## src/design/uart_pkg.sv

```systemverilog
// shared constants and types for the 8n1 uart transceiver
package uart_pkg;

    // data bits per frame
    localparam int DATA_BITS = 8;
    // shift register width: at least one byte
    localparam int SHIFT_W   = (DATA_BITS > 8) ? DATA_BITS : 8;
    localparam int CNT_W     = 4;
    localparam int TIMER_W   = 8;

    localparam int IN_TDATA_W  = 16;
    localparam int OUT_TDATA_W = 16;
    localparam int CFG_IDX_W   = 2;
    localparam int CFG_DATA_W  = 8;

    typedef enum logic [CFG_IDX_W-1:0] {
        REG_BIT_PERIOD = 2'd0,
        REG_HALF_BIT   = 2'd1
    } cfg_reg_t;

    typedef enum logic [1:0] {
        RX_OK          = 2'd0,
        RX_FALSE_START = 2'd1,
        RX_STOP_LOW    = 2'd2
    } rx_status_t;

    localparam logic [7:0]         BIT_PERIOD_RESET = 8'd25;
    localparam logic [7:0]         HALF_BIT_RESET   = 8'd10;
    localparam logic [7:0]         RX_ERROR_BYTE    = 8'hFF;

    typedef struct packed {
        logic [1:0] rx_status;
        logic [7:0] rx_byte;
        logic       rx_done;
        logic       tx_busy;
        logic       tx_line;
    } result_t;

endpackage

```

## src/design/uart_8n1_transceiver.sv

```systemverilog
// 8n1 uart transmitter and receiver paced by a timer tick, one word per clock while the output is not stalled
// a result word is registered and shows on m_tdata in the cycle after its input word is accepted
// throughput: one input word per cycle while the output register is empty or being drained
// the tx and rx bit timers, counters and shifters advance only on an accepted word, at most once per word
// reset (rst_n low, asynchronous): both sides idle, tx line high, bit_period 25, half_bit 10
// the output register is empty after reset
module uart_8n1_transceiver
    import uart_pkg::*;
(
    input  logic                   clk,
    input  logic                   rst_n,
    input  logic                   s_tvalid,
    output logic                   s_tready,
    // tick[0], rx_line[1], tx_start[2], tx_byte[10:3], zeros above
    input  logic [IN_TDATA_W-1:0]  s_tdata,
    output logic                   m_tvalid,
    input  logic                   m_tready,
    // tx_line[0], tx_busy[1], rx_done[2], rx_byte[10:3], rx_status[12:11], zeros above
    output logic [OUT_TDATA_W-1:0] m_tdata,
    input  logic                   cfg_valid,
    output logic                   cfg_ready,
    input  logic [CFG_IDX_W-1:0]   cfg_index,
    input  logic [CFG_DATA_W-1:0]  cfg_data
);

    logic [7:0]         bit_period_q_reg;
    logic [7:0]         half_bit_reg;

    logic [SHIFT_W-1:0] tx_shift_reg,     tx_shift_next;
    logic [CNT_W-1:0]   tx_bit_count_reg, tx_bit_count_next;
    logic [TIMER_W-1:0] tx_timer_reg,     tx_timer_next;
    logic               tx_active_reg,    tx_active_next;
    logic               tx_level_reg,     tx_level_next;
    logic [SHIFT_W-1:0] rx_shift_reg,     rx_shift_next;
    logic [CNT_W-1:0]   rx_bit_count_reg, rx_bit_count_next;
    logic [TIMER_W-1:0] rx_timer_reg,     rx_timer_next;
    logic               rx_active_reg,    rx_active_next;

    logic               out_valid_reg;
    result_t            out_reg, out_next;

    logic               in_tick, in_rx_line, in_tx_start;
    logic [7:0]         in_tx_byte;
    logic               accept;
    logic               tx_expired, rx_expired;
    logic [TIMER_W-1:0] rx_limit;
    logic               rx_done;
    logic [7:0]         rx_byte;
    logic [1:0]         rx_status;

    assign in_tick     = s_tdata[0];
    assign in_rx_line  = s_tdata[1];
    assign in_tx_start = s_tdata[2];
    assign in_tx_byte  = s_tdata[10:3];

    assign s_tready  = !out_valid_reg || m_tready;
    assign accept    = s_tvalid && s_tready;
    assign cfg_ready = 1'b1;

    assign m_tvalid = out_valid_reg;
    assign m_tdata  = OUT_TDATA_W'(out_reg);

    // configuration registers
    always_ff @(posedge clk or negedge rst_n)
    begin
        if (!rst_n)
        begin
            bit_period_q_reg <= BIT_PERIOD_RESET;
            half_bit_reg     <= HALF_BIT_RESET;
        end
        else if (cfg_valid && cfg_ready)
        begin
            case (cfg_index)
                REG_BIT_PERIOD: bit_period_q_reg <= cfg_data;
                REG_HALF_BIT:   half_bit_reg     <= cfg_data;
                default:        ;
            endcase
        end
    end

    // transmitter
    always_comb
    begin
        tx_shift_next     = tx_shift_reg;
        tx_bit_count_next = tx_bit_count_reg;
        tx_timer_next     = tx_timer_reg;
        tx_active_next    = tx_active_reg;
        tx_level_next     = tx_level_reg;
        tx_expired        = tx_timer_reg >= bit_period_q_reg;
        if (!tx_active_reg)
        begin
            if (in_tx_start)
            begin
                tx_shift_next     = SHIFT_W'(in_tx_byte);
                tx_bit_count_next = '0;
                tx_timer_next     = '0;
                tx_active_next    = 1'b1;
                tx_level_next     = 1'b0;
            end
        end
        else if (in_tick)
        begin
            if (tx_expired)
            begin
                tx_timer_next     = '0;
                tx_bit_count_next = tx_bit_count_reg + CNT_W'(1);
                if (tx_bit_count_next >= CNT_W'(1) && tx_bit_count_next <= CNT_W'(DATA_BITS))
                begin
                    tx_level_next = tx_shift_reg[0];
                    tx_shift_next = tx_shift_reg >> 1;
                end
                else if (tx_bit_count_next == CNT_W'(DATA_BITS + 1))
                    tx_level_next = 1'b1;
                else
                begin
                    tx_level_next  = 1'b1;
                    tx_active_next = 1'b0;
                end
            end
            else
                tx_timer_next = tx_timer_reg + TIMER_W'(1);
        end
    end

    // receiver
    always_comb
    begin
        rx_shift_next     = rx_shift_reg;
        rx_bit_count_next = rx_bit_count_reg;
        rx_timer_next     = rx_timer_reg;
        rx_active_next    = rx_active_reg;
        rx_done           = 1'b0;
        rx_byte           = '0;
        rx_status         = RX_OK;
        // start bit is rechecked after half_bit, later bits after bit_period
        rx_limit          = (rx_bit_count_reg == '0) ? half_bit_reg : bit_period_q_reg;
        rx_expired        = rx_timer_reg >= rx_limit;
        if (!rx_active_reg)
        begin
            if (!in_rx_line)
            begin
                rx_active_next    = 1'b1;
                rx_bit_count_next = '0;
                rx_timer_next     = '0;
                rx_shift_next     = '0;
            end
        end
        else if (in_tick)
        begin
            if (rx_expired)
            begin
                rx_timer_next = '0;
                if (rx_bit_count_reg == '0)
                begin
                    if (in_rx_line)
                    begin
                        rx_done        = 1'b1;
                        rx_byte        = RX_ERROR_BYTE;
                        rx_status      = RX_FALSE_START;
                        rx_active_next = 1'b0;
                    end
                    else
                        rx_bit_count_next = CNT_W'(1);
                end
                else if (rx_bit_count_reg <= CNT_W'(DATA_BITS))
                begin
                    for (int i = 0; i < DATA_BITS; i++)
                    begin
                        if (in_rx_line && rx_bit_count_reg == CNT_W'(i + 1))
                            rx_shift_next[i] = 1'b1;
                    end
                    rx_bit_count_next = rx_bit_count_reg + CNT_W'(1);
                end
                else
                begin
                    rx_done = 1'b1;
                    if (in_rx_line)
                    begin
                        rx_byte   = rx_shift_reg[7:0];
                        rx_status = RX_OK;
                    end
                    else
                    begin
                        rx_byte   = RX_ERROR_BYTE;
                        rx_status = RX_STOP_LOW;
                    end
                    rx_active_next = 1'b0;
                end
            end
            else
                rx_timer_next = rx_timer_reg + TIMER_W'(1);
        end
    end

    always_comb
    begin
        out_next.tx_line   = tx_level_next;
        out_next.tx_busy   = tx_active_next;
        out_next.rx_done   = rx_done;
        out_next.rx_byte   = rx_byte;
        out_next.rx_status = rx_status;
    end

    always_ff @(posedge clk or negedge rst_n)
    begin
        if (!rst_n)
        begin
            tx_shift_reg     <= '0;
            tx_bit_count_reg <= '0;
            tx_timer_reg     <= '0;
            tx_active_reg    <= 1'b0;
            tx_level_reg     <= 1'b1;
            rx_shift_reg     <= '0;
            rx_bit_count_reg <= '0;
            rx_timer_reg     <= '0;
            rx_active_reg    <= 1'b0;
        end
        else if (accept)
        begin
            tx_shift_reg     <= tx_shift_next;
            tx_bit_count_reg <= tx_bit_count_next;
            tx_timer_reg     <= tx_timer_next;
            tx_active_reg    <= tx_active_next;
            tx_level_reg     <= tx_level_next;
            rx_shift_reg     <= rx_shift_next;
            rx_bit_count_reg <= rx_bit_count_next;
            rx_timer_reg     <= rx_timer_next;
            rx_active_reg    <= rx_active_next;
        end
    end

    always_ff @(posedge clk or negedge rst_n)
    begin
        if (!rst_n)
            out_valid_reg <= 1'b0;
        else if (accept)
            out_valid_reg <= 1'b1;
        else if (m_tready)
            out_valid_reg <= 1'b0;
    end

    // result word, held while the sink stalls
    always_ff @(posedge clk)
    begin
        if (accept)
            out_reg <= out_next;
    end

endmodule

```

## config.mk

```make
export PLATFORM = sky130hd
export DESIGN_NAME = uart_8n1_transceiver
export DESIGN_NICKNAME = d
export VERILOG_FILES = /design/src/design/uart_pkg.sv /design/src/design/uart_8n1_transceiver.sv
export SDC_FILE = /design/constraint.sdc
export NUM_CORES = 1
export LEC_CHECK = 0
export BUFFER_PORTS_ARGS = -buffer_cell sky130_fd_sc_hd__buf_2
export CAP_MARGIN = 40
export CORE_MARGIN = 5
export CORE_UTILIZATION = 55
export DETAILED_ROUTE_END_ITERATION = 10
export GPL_ROUTABILITY_DRIVEN = 0
export GPL_TIMING_DRIVEN = 0
export PLACE_DENSITY = 0.76
export SYNTH_ARGS = -nofsm -noshare
export SYNTH_HDL_FRONTEND = slang
export SYNTH_SLANG_ARGS = --single-unit
```

## constraint.sdc

```tcl
create_clock -name clk -period 8.4 [get_ports clk]
set_input_delay 1.26 -clock clk [delete_from_list [all_inputs] [get_ports clk]]
set_output_delay 1.26 -clock clk [all_outputs]
set_load 0.1 [all_outputs]
```

After elaboration in Yosys (flattened, before gate mapping)
Cells that the tools add are included.
{ "totals": {"input_bits": 31, "output_inout_bits": 19, "reg_bits": 73, "wordCells": 161} }
{ "classes": {"add_sub_neg": 4, "n_eq_ne": 28, "mux": 68, "reduce_logical": 32, "order_cmp": 5} }
{ "ops": {"columns": ["operator", "n"], "rows": [
  ["$mux 8", 23],
  ["$reduce_and 7->1", 8],
  ["$mux 4", 11],
  ["$mux 1", 31],
  ["$ne 2x1->1 const B", 13],
  ["$add 8x1->8 const B", 2],
  ["$eq 4x3->1 const B", 4],
  ["$ge 8x8->1", 2],
  ["$logic_and 1x1->1", 10],
  ["$reduce_and 3->1", 3],
  ["$add 4x1->4 const B", 2],
  ["$eq 4x2->1 const B", 2],
  ["$eq 4x4->1 const B", 2],
  ["$le 4x4->1 const B", 2],
  ["$mux 2", 3],
  ["$ne 2x2->1 const B", 3],
  ["$reduce_and 6->1", 1],
  ["$reduce_and 5->1", 1],
  ["$eq 4x1->1 const B", 1],
  ["$ge 4x1->1 const B", 1],
  ["$logic_not 4->1", 1],
  ["$reduce_and 2->1", 2],
  ["$reduce_and 4->1", 1],
  ["$reduce_bool 2->1", 2],
  ["6 further kinds", 6]
]} }

Logic depth before layout (Yosys ltp)
{ "logic_depth": {"depth_word": 8, "depth_mapped": 15, "ltp_nobuf": 13} }

Worst setup path after synthesis
Ideal clock, no wire load.
{ "synth_path": {"path_kind": "input to register", "startpoint": "input port m_tready", "endpoint": "register tx_timer_reg[7]", "n_path_buf": 2, "setup_time_ns": 0.064, "cell_stages": 8, "required_time_ns": 8.336, "slack_ns": 4.853, "arrival_ns": 3.483, "path_cell_list": "nand2b_1 -> and2_1 -> buf_2 -> nand2_1 -> clkbuf_1 -> or3_1 -> a21oi_1 -> a21o_1"} }
{ "synth_between": {"elab_chain_len": 3} }
{ "synth_rtl": {"columns": ["element", "line", "rtl"], "rows": [
  ["from (decl)", "uart_8n1_transceiver.sv:17", "input logic m_tready,"],
  ["$logic_or 1x1->1", "uart_8n1_transceiver.sv:56", "assign s_tready = !out_valid_reg || m_tready;"],
  ["$logic_and 1x1->1", "uart_8n1_transceiver.sv:57", "assign accept = s_tvalid && s_tready;"],
  ["via accept", "uart_8n1_transceiver.sv:44", "logic accept;"],
  ["$reduce_and 3->1 (no source line)", null, null],
  ["to (signal assigned)", "uart_8n1_transceiver.sv:222", "tx_timer_reg <= tx_timer_next;"],
  ["to (decl)", "uart_8n1_transceiver.sv:31", "logic [TIMER_W-1:0] tx_timer_reg, tx_timer_next;"]
]} }
The timed path passes the listed nets, and every way through them passes these cells.
A chain may end at the register's enable or synchronous reset.

Final worst setup path
{ "layout_path": {"startpoint": "register rx_bit_count_reg[1]", "endpoint": "register rx_timer_reg[7]"} }
{ "layout_between": {"elab_chain_len": 6} }
{ "layout_rtl": {"columns": ["element", "line", "rtl"], "rows": [
  ["from (decl)", "uart_8n1_transceiver.sv:35", "logic [CNT_W-1:0] rx_bit_count_reg, rx_bit_count_next;"],
  ["from (signal assigned)", "uart_8n1_transceiver.sv:226", "rx_bit_count_reg <= rx_bit_count_next;"],
  ["$logic_not 4->1", "uart_8n1_transceiver.sv:136", "rx_limit = (rx_bit_count_reg == '0) ? half_bit_reg : bit_period_q_reg;"],
  ["$mux 8", "uart_8n1_transceiver.sv:136", null],
  ["$ge 8x8->1", "uart_8n1_transceiver.sv:137", "rx_expired = rx_timer_reg >= rx_limit;"],
  ["$mux 8", "uart_8n1_transceiver.sv:150", "if (rx_expired)"],
  ["$mux 8", "uart_8n1_transceiver.sv:148", "else if (in_tick)"],
  ["$mux 8", "uart_8n1_transceiver.sv:138", "if (!rx_active_reg)"],
  ["to (signal assigned)", "uart_8n1_transceiver.sv:227", "rx_timer_reg <= rx_timer_next;"],
  ["to (decl)", "uart_8n1_transceiver.sv:36", "logic [TIMER_W-1:0] rx_timer_reg, rx_timer_next;"]
]} }
No other way between the ends. The select of a mux whose other input is x is not followed.

==> results.sh <==
export IMPL_status="finished clean"
export IMPL_synth_adder_area_share_pct=7.398
export IMPL_hold_viol_final=0
export IMPL_final_cell_mix="dfrtp_1, nand2_1, buf_2"
export IMPL_power_switching_w=0.0005812
export IMPL_clock_power_share_pct=20.5
export IMPL_seq_power_share_pct=35.6
export IMPL_cp_start_kind="register"
export IMPL_drv_cap=0
export IMPL_cts_clk_slew_worst_paths_ns=0.07
export IMPL_setup_tns_final_ns=0
export IMPL_ant_nets=0
export IMPL_yosysSeqAreaShare_pct=46.79
export IMPL_syn2layout_area_growth_pct=13.93
export IMPL_mostFrequentLayoutCell="dfrtp_1"
export IMPL_synth_top_family_by_area="compound AO/OA/AOI/OAI gates"
export IMPL_grt_pass1_wl_mm=13.57
export IMPL_reg2reg_slack_ns=4.59
export IMPL_rsz0062_at_grt="false"
export IMPL_num_vias=3112
export IMPL_drc=0
export IMPL_critPathMaxStageDelay_ns=0.42
export IMPL_muxShareOfSynthArea_pct=7.768
export IMPL_combPwrFrac_pct=43.9
export IMPL_hpwl_mm=5.943
export IMPL_netlist_instances=394
export IMPL_synth_simple_gate_area_share_pct=15.72
export IMPL_layout_drive_gt1_share_pct=23.40
export IMPL_cts_sinks=73
export IMPL_post_cts_buffers=0
export IMPL_critical_path_slowest_cell="dfrtp_1"
export IMPL_fmax_ghz=0.2623
export IMPL_synth_edff_count=13
export IMPL_antenna_found_initial=0
export IMPL_drtIter0Drc=148
export IMPL_critPathArrivalTime_ns=4.06
export IMPL_netlist_area_um2=4059
export IMPL_hold_path_class="reg2reg"
export IMPL_die_width_um=95.91
export IMPL_worst_setup_path_type="reg2reg"
export IMPL_ys_ff_latch=73
export IMPL_synth_avg_cell_area_um2=10.30
export IMPL_critPathCaptureType="register"
export IMPL_final_nets=503
export IMPL_peakVddDrop_mv=0.1229
export IMPL_drt_pass1_iterations=5
export IMPL_reg2reg_from="rx_bit_count_reg[1]$_DFFE_PN0P_"
export IMPL_synth_compound_area_share_pct=18.00
export IMPL_post_route_min_period_ns=3.813
export IMPL_cts_tree="yes"
export IMPL_wl_per_cell_um=14.53
export IMPL_worst_slew_pin_slew_ns=0.7183
export IMPL_postCtsHoldBufs=0
export IMPL_routed_wl_mm=8.021
export IMPL_async_flop_share_pct=82.19
export IMPL_yosys_cell_types_count=65
export IMPL_clock_latency_ns=0.35
export IMPL_p_leak_nw=2.088
export IMPL_r2r_cells=15
export IMPL_synthFlopType="dfrtp_1"
export IMPL_slew_violations=0
export IMPL_slew_headroom_pct=52.11
export IMPL_cp_startpoint="rx_bit_count_reg[1]$_DFFE_PN0P_"
export IMPL_synth_xor_area_share_pct=0.2158
export IMPL_fillers=621
export IMPL_synth_warnings=0
export IMPL_num_antenna_cells=0
export IMPL_gr_total_overflow=0
export IMPL_htree_levels=3
export IMPL_grt_pass1_vias=2939
export IMPL_min_from="rx_shift_reg[6]$_DFFE_PN0P_"
export IMPL_cts_root_buf="clkbuf_8"
export IMPL_avgViaCountPerCell=5.638
export IMPL_final_core_util_pct=64.10
export IMPL_track_usage_pct=18.85
export IMPL_fin_crit_sh_pct=45.39
export IMPL_internal_power_w=0.0008890
export IMPL_setup_violations=0
export IMPL_port_buffers=39
export IMPL_fin_skew_ns=0.009879
export IMPL_cts_resized=0
export IMPL_rows=31
export IMPL_core_um2=7214
export IMPL_path_max_fanout=10
export IMPL_clockBufferDepth=2
export IMPL_largest_reg_flops=13
export IMPL_path_cells="inv_1 -> ha_1 -> inv_1 -> nor3_1 -> buf_2 -> clkbuf_1 -> a21oi_1 -> ha_1 -> a211oi_1 -> and3_1 -> o21a_1 -> or2_1 -> buf_4 -> nand3_1 -> o31ai_1"
export IMPL_grt_max_degree=32
export IMPL_power_density_nw_per_um2=317.9
export IMPL_start_util_pct=56.26
export IMPL_cp_required_ns=8.65
export IMPL_ios=50
export IMPL_reg2reg_to="rx_timer_reg[7]$_DFFE_PN0P_"
export IMPL_switching_share_pct=39.53
export IMPL_setup_worst_path_end="rx_timer_reg[7]$_DFFE_PN0P_"
export IMPL_dieArea_um2=9198
export IMPL_numCtsBuffers=9
export IMPL_die_h_um=95.91
-- critical path: cells and delay by family, from the launching register on --
family / cells / cell delay, ns
simple gates: 4 / 0.85
flops: 1 / 0.42
fa+ha+maj: 2 / 0.53
compound gates: 4 / 0.89
buf+inv: 5 / 1.03
-- cell families after synthesis --
family	Yosys count
AND/OR/NAND/NOR	124
AO/OA/AOI/OAI	108
flip-flops	73
buffers and inverters	36
multiplexers	26
adder cells (fa/ha/maj)	24
other	2
XOR/XNOR	1
-- cell usage after synthesis, types with 6 or more instances --
library cell	number	area share, %
ha_1	24	7.4
mux2_2	16	4.4
o21a_1	11	2.0
nand2_1	43	4.0
a21oi_1	23	2.8
o2bb2ai_1	7	1.5
mux2_4	7	2.6
nand3_1	12	1.5
inv_1	18	1.7
o21ai_0	34	4.2
nor3_1	8	0.99
clkbuf_1	9	0.83
dfstp_2	6	3.9
edfxtp_1	13	9.6
nor2_1	17	1.6
nand2b_1	11	1.7
dfrtp_1	54	33
-- power groups by stage --
stage / clock (W) / sequential [W] / combinational, W
floorplan: 0 / 0.000565 / 0.000463
global placement: 0 / 0.000524 / 0.000621
detailed placement: 0 / 0.000529 / 0.000644
CTS: 0.000308 / 0.000522 / 0.000648
global route: 0.000321 / 0.000536 / 0.000725
finish: 0.000301 / 0.000524 / 0.000645
-- worst min-delay path by stage --
stage                                        endpoint  slack, ns  cells past startpoint
final                     rx_shift_reg[6]$_DFFE_PN0P_       0.48                      2
after global routing      rx_shift_reg[4]$_DFFE_PN0P_       0.51                      2
after CTS                 rx_shift_reg[4]$_DFFE_PN0P_       0.49                      2
after detailed placement  rx_shift_reg[5]$_DFFE_PN0P_       0.47                      2
after global placement    rx_shift_reg[2]$_DFFE_PN0P_       0.47                      2
after floorplan           rx_shift_reg[0]$_DFFE_PN0P_       0.45                      2
-- layer usage --
| metal | up-vias | wire [um] | track usage [%] |
|---|---|---|---|
| li1 | 1532 | - | - |
| met1 | 1499 | 3805 | 25.61 |
| met2 | 67 | 3696 | 30.23 |
| met3 | 14 | 379 | 3.206 |
| met4 | 0 | 140 | 7.227 |
| met5 | - | 0 | 0 |
-- metrics by stage --
stage	instances	cell area (um^2)	hold WS, ns	setup WS (ns)	power (W)
2_1_floorplan	396	4066	0.4505	4.853	0.001029
3_3_place_gp	534	4385	0.4701	4.359	0.001145
3_5_place_dp	536	4410	0.4722	4.608	0.001173
4_1_cts	552	4624	0.4897	4.564	0.001478
5_1_grt	552	4624	0.5066	4.247	0.001582
6_report	552	4624	0.4835	4.587	0.001470
-- layout make-up --
type / instances / area, um^2 / share of cell area (%)
Buffer: 18 / 91.34 / 1.975
Clock buffer: 13 / 148.9 / 3.220
Clock inverter: 3 / 65.06 / 1.407
Inverter: 18 / 67.56 / 1.461
Multi-Input combinational cell: 287 / 2008 / 43.43
Sequential cell: 73 / 1899 / 41.07
Tap cell: 99 / 123.9 / 2.679
Timing Repair Buffer: 41 / 220.2 / 4.762
Power figures use the tool's default switching activity.
